===== config.mk =====
export PLATFORM = sky130hd
export DESIGN_NAME = sha256_byte_stream_hasher
export DESIGN_NICKNAME = d
export VERILOG_FILES = /design/src/sv/sha256_pkg.sv /design/src/sv/sha256_hash_mem.sv /design/src/sv/sha256_core.sv /design/src/sv/sha256_byte_stream_hasher.sv
export SDC_FILE = /design/constraint.sdc
export NUM_CORES = 2
export LEC_CHECK = 0
export BUFFER_PORTS_ARGS = -buffer_cell sky130_fd_sc_hd__buf_2
export CAP_MARGIN = 20
export CORE_UTILIZATION = 35
export CTS_BUF_LIST = sky130_fd_sc_hd__clkbuf_4 sky130_fd_sc_hd__clkbuf_8
export DETAILED_ROUTE_END_ITERATION = 10
export PLACE_DENSITY = 0.6
export SETUP_SLACK_MARGIN = 0.4
export SLEW_MARGIN = 30
export SYNTH_ARGS = -nofsm -noshare
export SYNTH_HDL_FRONTEND = slang
export SYNTH_HIERARCHICAL = 1
export SYNTH_SLANG_ARGS = --single-unit

===== constraint.sdc =====
create_clock -name i_clk -period 13.11 [get_ports i_clk]
set_clock_uncertainty 0.1 [all_clocks]
set_input_delay 1.9665 -clock i_clk [delete_from_list [all_inputs] [get_ports i_clk]]
set_output_delay 1.9665 -clock i_clk [all_outputs]
set_load 0.02 [all_outputs]

===== src/sv/sha256_pkg.sv =====
// Shared types, constants and functions for the SHA-256 byte stream hasher.
// Depends on nothing; imported by every other file of the block.
`default_nettype none
package sha256_pkg;

    typedef enum logic [2:0] {
        ST_IDLE,
        ST_PAD,
        ST_LOAD,
        ST_ROUND,
        ST_ADD,
        ST_OREAD,
        ST_OWAIT
    } t_state;

    typedef struct packed {
        logic [2:0]  addr;
        logic [2:0]  waddr;
        logic        we;
        logic [31:0] wdata;
        logic        clr;
    } t_mem_req;

    typedef struct packed {
        logic        push_word;
        logic [31:0] word;
        logic        shift_var;
        logic [31:0] var_in;
        logic        use_a;
        logic        round;
        logic [31:0] k;
    } t_core_ctrl;

    localparam logic [7:0] PAD_BYTE = 8'h80;
    localparam logic [5:0] LEN_POS  = 6'd56;

    function automatic logic [31:0] init_h(input logic [2:0] i);
        case (i)
            3'd0: init_h = 32'h6a09e667;
            3'd1: init_h = 32'hbb67ae85;
            3'd2: init_h = 32'h3c6ef372;
            3'd3: init_h = 32'ha54ff53a;
            3'd4: init_h = 32'h510e527f;
            3'd5: init_h = 32'h9b05688c;
            3'd6: init_h = 32'h1f83d9ab;
            3'd7: init_h = 32'h5be0cd19;
            default: init_h = 32'h0;
        endcase
    endfunction

    localparam logic [31:0] ROUND_K [64] = '{
        32'h428a2f98, 32'h71374491, 32'hb5c0fbcf, 32'he9b5dba5,
        32'h3956c25b, 32'h59f111f1, 32'h923f82a4, 32'hab1c5ed5,
        32'hd807aa98, 32'h12835b01, 32'h243185be, 32'h550c7dc3,
        32'h72be5d74, 32'h80deb1fe, 32'h9bdc06a7, 32'hc19bf174,
        32'he49b69c1, 32'hefbe4786, 32'h0fc19dc6, 32'h240ca1cc,
        32'h2de92c6f, 32'h4a7484aa, 32'h5cb0a9dc, 32'h76f988da,
        32'h983e5152, 32'ha831c66d, 32'hb00327c8, 32'hbf597fc7,
        32'hc6e00bf3, 32'hd5a79147, 32'h06ca6351, 32'h14292967,
        32'h27b70a85, 32'h2e1b2138, 32'h4d2c6dfc, 32'h53380d13,
        32'h650a7354, 32'h766a0abb, 32'h81c2c92e, 32'h92722c85,
        32'ha2bfe8a1, 32'ha81a664b, 32'hc24b8b70, 32'hc76c51a3,
        32'hd192e819, 32'hd6990624, 32'hf40e3585, 32'h106aa070,
        32'h19a4c116, 32'h1e376c08, 32'h2748774c, 32'h34b0bcb5,
        32'h391c0cb3, 32'h4ed8aa4a, 32'h5b9cca4f, 32'h682e6ff3,
        32'h748f82ee, 32'h78a5636f, 32'h84c87814, 32'h8cc70208,
        32'h90befffa, 32'ha4506ceb, 32'hbef9a3f7, 32'hc67178f2
    };

    function automatic logic [31:0] rotr(input logic [31:0] x, input int n);
        rotr = (x >> n) | (x << (32 - n));
    endfunction

endpackage
`default_nettype wire


===== src/sv/sha256_hash_mem.sv =====
// Eight-entry hash word memory: one write port, one read port with registered read.
// Per-entry valid bits make unwritten entries read as the initial hash values.
`default_nettype none
module sha256_hash_mem (
    input  wire logic                 i_clk,
    input  wire logic                 i_rst_n,
    input  wire sha256_pkg::t_mem_req i_req,
    output logic [31:0]               o_rdata
);
    import sha256_pkg::*;

    logic [31:0] r_mem [8];
    logic [7:0]  r_valid;
    logic [31:0] r_rdata;
    logic        r_rvalid;
    logic [2:0]  r_raddr;

    always_ff @(posedge i_clk) begin
        if (i_req.we) begin
            r_mem[i_req.waddr] <= i_req.wdata;
        end
        r_rdata <= r_mem[i_req.addr];
        r_raddr <= i_req.addr;
    end

    always_ff @(posedge i_clk) begin
        if (!i_rst_n) begin
            r_valid  <= '0;
            r_rvalid <= 1'b0;
        end else begin
            r_rvalid <= r_valid[i_req.addr];
            if (i_req.we) begin
                r_valid[i_req.waddr] <= 1'b1;
            end else if (i_req.clr) begin
                r_valid[i_req.addr] <= 1'b0;
            end
        end
    end

    assign o_rdata = r_rvalid ? r_rdata : init_h(r_raddr);
endmodule
`default_nettype wire


===== src/sv/sha256_core.sv =====
// Message schedule shift line, working variables and the round function.
// Depends on sha256_pkg for the control struct and rotate helper.
`default_nettype none
module sha256_core (
    input  wire logic                   i_clk,
    input  wire sha256_pkg::t_core_ctrl i_ctrl,
    output logic [31:0]                 o_a
);
    import sha256_pkg::*;

    logic [31:0] r_w [16];
    logic [31:0] r_v [8];
    logic [31:0] w_new, s0, s1, ch, maj, t1, t2, g0, g1;

    always_comb begin
        g0    = rotr(r_w[1], 7) ^ rotr(r_w[1], 18) ^ (r_w[1] >> 3);
        g1    = rotr(r_w[14], 17) ^ rotr(r_w[14], 19) ^ (r_w[14] >> 10);
        w_new = r_w[0] + g0 + r_w[9] + g1;
        s1    = rotr(r_v[4], 6) ^ rotr(r_v[4], 11) ^ rotr(r_v[4], 25);
        ch    = (r_v[4] & r_v[5]) ^ (~r_v[4] & r_v[6]);
        t1    = r_v[7] + s1 + ch + i_ctrl.k + r_w[0];
        s0    = rotr(r_v[0], 2) ^ rotr(r_v[0], 13) ^ rotr(r_v[0], 22);
        maj   = (r_v[0] & r_v[1]) ^ (r_v[0] & r_v[2]) ^ (r_v[1] & r_v[2]);
        t2    = s0 + maj;
    end

    always_ff @(posedge i_clk) begin
        if (i_ctrl.push_word || i_ctrl.round) begin
            for (int i = 0; i < 15; i++) begin
                r_w[i] <= r_w[i + 1];
            end
            r_w[15] <= i_ctrl.round ? w_new : i_ctrl.word;
        end
        if (i_ctrl.round) begin
            r_v[7] <= r_v[6];
            r_v[6] <= r_v[5];
            r_v[5] <= r_v[4];
            r_v[4] <= r_v[3] + t1;
            r_v[3] <= r_v[2];
            r_v[2] <= r_v[1];
            r_v[1] <= r_v[0];
            r_v[0] <= t1 + t2;
        end else if (i_ctrl.shift_var) begin
            for (int i = 0; i < 7; i++) begin
                r_v[i] <= r_v[i + 1];
            end
            r_v[7] <= i_ctrl.use_a ? r_v[0] : i_ctrl.var_in;
        end
    end

    assign o_a = r_v[0];
endmodule
`default_nettype wire


===== src/sv/sha256_byte_stream_hasher.sv =====
// SHA-256 byte stream hasher top level: control sequencer and stream ports.
// Depends on sha256_pkg, sha256_hash_mem and sha256_core.
//
// Input stream: s_axis_tdata carries a message byte, s_axis_tuser marks it
// as part of the message, s_axis_tlast closes the message after that byte.
// Output stream: eight digest words per message, word 0 first, tlast on 7.
// Bytes are taken one per cycle while a block fills. Each full block then
// holds the input while the working variables are loaded from the hash
// word memory, 64 rounds run and the results are added back into the
// memory. At message end padding is fed one byte a cycle up to the block
// end (plus a second compression when over 55 bytes were pending), then
// the eight words go out one at a time from the hash memory read port.
// A stalled receiver holds the output register; the next word is not read
// until it is taken, and input is accepted once the last word is loaded.
// Reset clears the hash memory valid bits so it reads the initial values.
`default_nettype none
module sha256_byte_stream_hasher (
    input  wire logic        i_clk,
    input  wire logic        i_rst_n,
    input  wire logic        s_axis_tvalid,
    output logic             s_axis_tready,
    input  wire logic [7:0]  s_axis_tdata,   // [7:0] data_byte
    input  wire logic        s_axis_tuser,   // [0] has_byte
    input  wire logic        s_axis_tlast,   // end_of_message
    output logic             m_axis_tvalid,
    input  wire logic        m_axis_tready,
    output logic [39:0]      m_axis_tdata,   // [31:0] digest_word, [34:32] word_number
    output logic             m_axis_tlast    // last_word
);
    import sha256_pkg::*;

    t_state      r_state, n_state;
    logic [5:0]  r_cnt;
    logic [5:0]  r_bib;
    logic [60:0] r_count;
    logic [23:0] r_word;
    logic        r_eom, r_padding, r_first, r_len_ok;
    logic        r_ovalid, r_olast;
    logic [31:0] r_odata;
    logic [2:0]  r_onum;

    logic        in_acc, out_acc, push_en;
    logic [7:0]  push_byte, len_byte;
    logic [63:0] len_bits;
    logic [31:0] rdata, a_val;
    t_mem_req    mem_req;
    t_core_ctrl  ctrl;

    assign in_acc  = s_axis_tvalid && s_axis_tready;
    assign out_acc = m_axis_tvalid && m_axis_tready;
    assign s_axis_tready = (r_state == ST_IDLE);
    assign len_bits = {r_count, 3'b000};
    assign len_byte = 8'(len_bits >> {3'd7 - r_bib[2:0], 3'b000});

    always_comb begin
        n_state   = r_state;
        push_en   = 1'b0;
        push_byte = s_axis_tdata;
        mem_req   = '{addr: r_cnt[2:0], waddr: r_cnt[2:0] - 3'd1, we: 1'b0,
                      wdata: rdata + a_val, clr: 1'b0};
        case (r_state)
            ST_IDLE: begin
                push_en = in_acc && s_axis_tuser;
                if (push_en && r_bib == 6'd63) begin
                    n_state = ST_LOAD;
                end else if (in_acc && s_axis_tlast) begin
                    n_state = ST_PAD;
                end
            end
            ST_PAD: begin
                push_en = 1'b1;
                if (r_first) begin
                    push_byte = PAD_BYTE;
                end else if (r_len_ok && r_bib >= LEN_POS) begin
                    push_byte = len_byte;
                end else begin
                    push_byte = 8'h00;
                end
                if (r_bib == 6'd63) begin
                    n_state = ST_LOAD;
                end
            end
            ST_LOAD: begin
                if (r_cnt == 6'd8) begin
                    n_state = ST_ROUND;
                end
            end
            ST_ROUND: begin
                if (r_cnt == 6'd63) begin
                    n_state = ST_ADD;
                end
            end
            ST_ADD: begin
                mem_req.we = (r_cnt != 6'd0);
                if (r_cnt == 6'd8) begin
                    if (r_padding) begin
                        n_state = r_len_ok ? ST_OREAD : ST_PAD;
                    end else begin
                        n_state = r_eom ? ST_PAD : ST_IDLE;
                    end
                end
            end
            ST_OREAD: begin
                if (!r_ovalid) begin
                    mem_req.clr = 1'b1;
                    n_state     = ST_OWAIT;
                end
            end
            ST_OWAIT: begin
                n_state = (r_cnt[2:0] == 3'd7) ? ST_IDLE : ST_OREAD;
            end
            default: n_state = ST_IDLE;
        endcase
    end

    always_comb begin
        ctrl.push_word = push_en && (r_bib[1:0] == 2'd3);
        ctrl.word      = {r_word, push_byte};
        ctrl.shift_var = ((r_state == ST_LOAD) || (r_state == ST_ADD)) && (r_cnt != 6'd0);
        ctrl.var_in    = rdata;
        ctrl.use_a     = (r_state == ST_ADD);
        ctrl.round     = (r_state == ST_ROUND);
        ctrl.k         = ROUND_K[r_cnt];
    end

    always_ff @(posedge i_clk) begin
        if (!i_rst_n) begin
            r_state <= ST_IDLE;
        end else begin
            r_state <= n_state;
        end
    end

    always_ff @(posedge i_clk) begin
        if (!i_rst_n) begin
            r_cnt     <= '0;
            r_bib     <= '0;
            r_count   <= '0;
            r_eom     <= 1'b0;
            r_padding <= 1'b0;
            r_first   <= 1'b0;
            r_len_ok  <= 1'b0;
            r_ovalid  <= 1'b0;
            r_olast   <= 1'b0;
        end else begin
            if (push_en) begin
                r_word <= {r_word[15:0], push_byte};
                r_bib  <= r_bib + 6'd1;
            end
            if (r_state == ST_IDLE && in_acc) begin
                r_eom <= s_axis_tlast;
                if (s_axis_tuser) begin
                    r_count <= r_count + 61'd1;
                end
            end
            if (n_state == ST_PAD && r_state != ST_PAD && !r_padding) begin
                r_padding <= 1'b1;
                r_first   <= 1'b1;
            end
            if (r_state == ST_PAD) begin
                r_first <= 1'b0;
                if (r_first) begin
                    r_len_ok <= (r_bib < LEN_POS);
                end
            end
            if (r_state == ST_ADD && r_cnt == 6'd8 && r_padding) begin
                r_len_ok <= 1'b1;
            end
            if (r_state == ST_OWAIT) begin
                r_cnt <= r_cnt + 6'd1;
            end else if (r_state != ST_OREAD) begin
                if (n_state != r_state) begin
                    r_cnt <= '0;
                end else begin
                    r_cnt <= r_cnt + 6'd1;
                end
            end
            if (n_state == ST_OREAD && r_state == ST_ADD) begin
                r_padding <= 1'b0;
                r_len_ok  <= 1'b0;
                r_eom     <= 1'b0;
                r_count   <= '0;
            end
            if (r_state == ST_OWAIT) begin
                r_ovalid <= 1'b1;
                r_olast  <= (r_cnt[2:0] == 3'd7);
            end else if (out_acc) begin
                r_ovalid <= 1'b0;
            end
        end
    end

    always_ff @(posedge i_clk) begin
        if (r_state == ST_OWAIT) begin
            r_odata <= rdata;
            r_onum  <= r_cnt[2:0];
        end
    end

    sha256_hash_mem u_mem (
        .i_clk   (i_clk),
        .i_rst_n (i_rst_n),
        .i_req   (mem_req),
        .o_rdata (rdata)
    );

    sha256_core u_core (
        .i_clk  (i_clk),
        .i_ctrl (ctrl),
        .o_a    (a_val)
    );

    assign m_axis_tvalid = r_ovalid;
    assign m_axis_tdata  = {5'b00000, r_onum, r_odata};
    assign m_axis_tlast  = r_olast;

    a_last_is_seven: assert property (@(posedge i_clk) disable iff (!i_rst_n)
        (m_axis_tvalid && m_axis_tlast) |-> (m_axis_tdata[34:32] == 3'd7))
        else $error("tlast on a word other than the eighth");

    a_no_read_while_full: assert property (@(posedge i_clk) disable iff (!i_rst_n)
        (r_state == ST_OWAIT) |-> !$past(r_ovalid))
        else $error("digest word read while output register full");

    a_round_order: assert property (@(posedge i_clk) disable iff (!i_rst_n)
        (r_state == ST_ADD && r_cnt == 6'd0) |-> ($past(r_state) == ST_ROUND))
        else $error("final addition entered without rounds");
endmodule
`default_nettype wire

Word-level counts from Yosys, hierarchy flattened
Memory sizes are Yosys's and may differ from the RTL's. A register that Yosys moved wholly into a read port is not among the register bits.
Cells that the tools add are included.

word-level totals
  register bits after elaboration = 150
  bits in writable memories = 1024
  ROM bits = 2296
  word-level logic and storage cells = 188
  memories kept = 5

memory list
  memory           depth  bits a word  read ports  clocked after memory_dff  write ports  line                              text
  (no name shown)  64     32           1           0                         0            sha256_byte_stream_hasher.sv:123  ctrl.k = ROUND_K[r_cnt];
  u_core.r_w       16     32           16          0                         16           sha256_core.sv:11                 logic [31:0] r_w [16];
  u_core.r_v       8      32           8           0                         8            sha256_core.sv:12                 logic [31:0] r_v [8];
  u_mem.r_mem      8      32           1           1                         1            sha256_hash_mem.sv:12             logic [31:0] r_mem [8];
  (no name shown)  8      31           1           1                         0            sha256_pkg.sv:38                  case (i)

operators by class
  add/sub/neg operators = 16
  magnitude comparators = 7
  equal/unequal tests = 16
  shift-type cells = 1
  muxes and demuxes = 57
  bitwise logic cells = 40
  reductions and logical operators = 31

operators by type and width
  kind                                                             number
  32-bit 2-to-1 mux                                                13
  32-bit adder                                                     11
  32-bit bitwise XOR                                               9
  32-bit bitwise AND                                               5
  64-bit by 6-bit >> shifter with 8-bit output                     1
  61-bit by 1-bit adder with 61-bit output, second input constant  1
  8-bit 2-to-1 mux                                                 5
  32-bit NOT                                                       1
  10-bit by 32-bit bitwise OR with 32-bit output                   1
  13-bit by 32-bit bitwise OR with 32-bit output                   1
  14-bit by 32-bit bitwise OR with 32-bit output                   1
  15-bit by 32-bit bitwise OR with 32-bit output                   1
  19-bit by 32-bit bitwise OR with 32-bit output                   1
  21-bit by 32-bit bitwise OR with 32-bit output                   1
  25-bit by 32-bit bitwise OR with 32-bit output                   1
  26-bit by 32-bit bitwise OR with 32-bit output                   1
  30-bit by 32-bit bitwise OR with 32-bit output                   1
  7-bit by 32-bit bitwise OR with 32-bit output                    1
  32-bit by 22-bit bitwise XOR with 32-bit output                  1
  32-bit by 29-bit bitwise XOR with 32-bit output                  1
  3-bit 2-to-1 mux                                                 10
  1-bit 2-to-1 mux                                                 21
  3-bit case mux with 7 select lines                               1
  6-bit 2-to-1 mux                                                 3
  other kinds (34)                                                 75

Depth between registers and ports, before layout
  depth after elaboration = 10
  depth in mapped cells = 40
  gate-level depth less buffers = 38

Hierarchy
Netlist, hierarchy kept.

by module, submodules not included
  module                     instances  cells each  area an instance (µm²)
  sha256_core                1          3077        39974.6
  sha256_hash_mem            1          633         11986.5
  sha256_byte_stream_hasher  1          1335        10815.4

Worst setup path before layout
OpenSTA, ideal clock, no wires.

  kind = input to register
  start = in s_axis_tuser
  end = mem u_core.r_w[0][0], enable pin
  data arrival time = 8.797 ns
  data required time = 12.343 ns
  path slack = 3.545 ns
  cell stages on the path = 4
  buffers on the path = 0
  cells stage by stage = a21oi_1 > nor3_1 > and2_1 > or2_2

RTL lines
  what                line                             text
  start: declaration  sha256_byte_stream_hasher.sv:23  input wire logic s_axis_tuser,
  end: declaration    sha256_core.sv:11

==> metrics.txt <==
Area contributors post-synth=edfxtp_1 52%, fa_1 6.0%, dfxtp_1 4.9%; initial core utilization=35.2%; Nets=5469; DRC=0; Sw Ratio=32.5%; DR vias/cell=5.19; FP Rows=155; asr flop ratio synth=0%; Worst Tran Pin Value=1.11 ns; Int Power=0.00798 W; final setup fails=0; post-cts sizing count=0; critical path required time=13.67 ns; Non-Filler Instances=7609; CTS tree=yes; register area share after synthesis=56.7%; power per cell area=170 nW/um^2; min-delay worst type=reg2reg; PortBufs=51; Final Critical Period=10.47 ns; total negative setup slack=0 ns; Synth Instances=5045; first-pass iteration count of the detailed router=6; Sw Pwr=0.00384 W; hold_ws=0.274 ns; final period utilization=79.9%; initial antenna violation count=6; most frequent cell after synthesis=edfxtp_1; Worst-path clk slew=0.06 ns; wire length per cell=22.9 um; Max transition margin=25.2%; CP max stage delay=0.83 ns; Worst Setup End Kind=register; slowest stage cell on the critical path=dfxtp_4; YS warnings=6; kind of critical path=reg2reg; Die H=426 um; detailed-route via count=39500; H-tree depth=4; Leak=25.0 nW; Worst Path Arrival=11.03 ns; clk sinks=1236; first-pass GRT wire length=257000 um; Reg power frac=38.5%; Max-cap violations=0; Synth-to-Final Area Change=10.9%; Synth top cells by count=1083 x edfxtp_1, 786 x nand2_1, 318 x xnor2_1, 265 x a21oi_1, 264 x nor2_1; core area=178000 sq um; # hold bufs at CTS=0; worst skew pair latency=0.95 ns; HPWL after detailed placement=123000 um; cell area after synthesis=62800 sq um; Cell variety after synth=103; Die X=426 um; Crit Path Max Fanout=40; area of the die=181000 sq um; clk root buf=clkbuf_8; Synth Area per Inst=12.4 sq um; dpl cells=7230; #FFs+latches synth=1236; Final Wtd Congestion=0.945; Comb pwr share=31.5%; run status=complete, no violations; post-synth top area cell=edfxtp_1; maximum clock path buffer count=3; Hold Vio Cnt, Final=0; postcts setup bufs=0; Tot GR Track Use=19.1%; unrepaired setup endpoints after global routing=false; EDFF count, synth=1083; top cell type's share of synthesized area=51.8%; CP startpoint kind=register; peak supply drop=0.107 mV; TritonCTS Buffers=204; num ports=57; Clock Power Share=30.1%; GRT Residual Overflow=0; Max Slew Vio Count=0; final wirelength=174000 um; ratio of cells with drive above 1 in the final layout=13.0%; ys flop type=edfxtp_1; pin count of the biggest net entering global routing=171; post-route ant nets=0; vias in the first global route=38600; 1st-iter DRT viols=3839; Fmax achieved=95.5 MHz
==> power by group through the flow <==
| stage | Clock [W] | Sequential [W] | Combinational [W] |
|---|---|---|---|
| global placement | 0 | 0.00463 | 0.00361 |
| floorplan | 0 | 0.00461 | 0.00274 |
| global route | 0.00383 | 0.00455 | 0.00413 |
| CTS | 0.00366 | 0.00454 | 0.00368 |
| finish | 0.00355 | 0.00454 | 0.00372 |
| detailed placement | 0 | 0.00463 | 0.00365 |
==> worst paths after layout <==
kind | cells after the start | to | from | slack, ns
setup / recovery | 35 | u_core/r_v[0][31] | r_cnt[0] | 2.64
hold / removal | 0 | u_core/r_w[6][5] | u_core/r_w[6][37] | 0.27
setup reg to reg | 35 | u_core/r_v[0][31] | r_cnt[0] | 2.64
hold reg to reg | 0 | u_core/r_w[6][5] | u_core/r_w[6][37] | 0.27
==> cell families after synthesis <==
kind of cell / Yosys count / synth area share [%]
compound gates: 877 / 8.98
xor+xnor: 443 / 6.20
fa+ha+maj: 395 / 10.0
buf+inv: 510 / 3.38
flops: 1236 / 56.7
mux: 222 / 5.33
other cells: 1 / 0.00597
simple gates: 1361 / 9.38
==> placed cells by master (no fill, tap or decap), drive strengths merged, types with 20 or more instances in the layout <==
cell	count
a211oi	34
a21o	93
a21oi	266
a31oi	34
and2	26
and3	21
buf	111
clkbuf	294
clkinv	61
dfxtp	153
edfxtp	1083
fa	188
ha	186
inv	232
maj3	21
mux2	79
mux2i	61
mux4	82
nand2	786
nand2b	27
nand3	76
nand4	20
nor2	264
nor2b	26
nor3	42
o211ai	30
o21a	28
o21ai	213
o21bai	25
xnor2	318
xor2	124
==> routing by layer <==
layer	vias up	part of all wire, %	track usage [%]
met5	-	0	0
met4	0	3.3	6.98
met3	248	6.2	3.30
met2	1331	45	29.3
met1	19800	45	27.1
li1	18100	-	-
==> metrics by stage <==
| stage | area, sq um | utilization (%) | setup WS (ns) | power [W] |
|---|---|---|---|---|
| finish | 69600 | 39.1 | 2.64 | 0.0118 |
| global route | 69600 | 39.1 | 2.09 | 0.0125 |
| CTS | 69600 | 39.0 | 2.41 | 0.0119 |
| detailed placement | 65300 | 36.6 | 2.47 | 0.00828 |
| global placement | 65300 | 36.6 | 2.62 | 0.00824 |
| floorplan | 62800 | - | 3.55 | 0.00736 |
==> flip-flops by register name, indices dropped and copies added (netlist names), 3 cells and up, named ones only <==
register and flops:
r_word 24, r_bib 6, u_core/r_v 256, u_core/r_w 512, u_mem/r_valid 8, u_mem/r_mem 256, r_onum 3, u_mem/r_rdata 32
r_cnt 6, r_count 61, r_odata 32, r_state 3
==> worst max-delay path: cells and delay by family (launching register included) <==
family	cells	cell delay, ns
adders and majority gates	7	3.22
xor gates and xnor gates	2	0.50
buffers and inverters	4	0.58
AOI/OAI and AO/OA	18	3.56
DFF	1	0.83
and+or+nand+nor	4	1.39
==> layout make-up <==
type	count	area, sq um
fill	16800	109000
sequential	1236	35600
multi-input combinational	3303	25200
clock buffer	294	3600
tap	2355	2950
inverter	225	847
timing repair buffer	111	744
clock inverter	83	714
antenna	2	5.00
No activity file was read; power rests on OpenSTA's default activity.
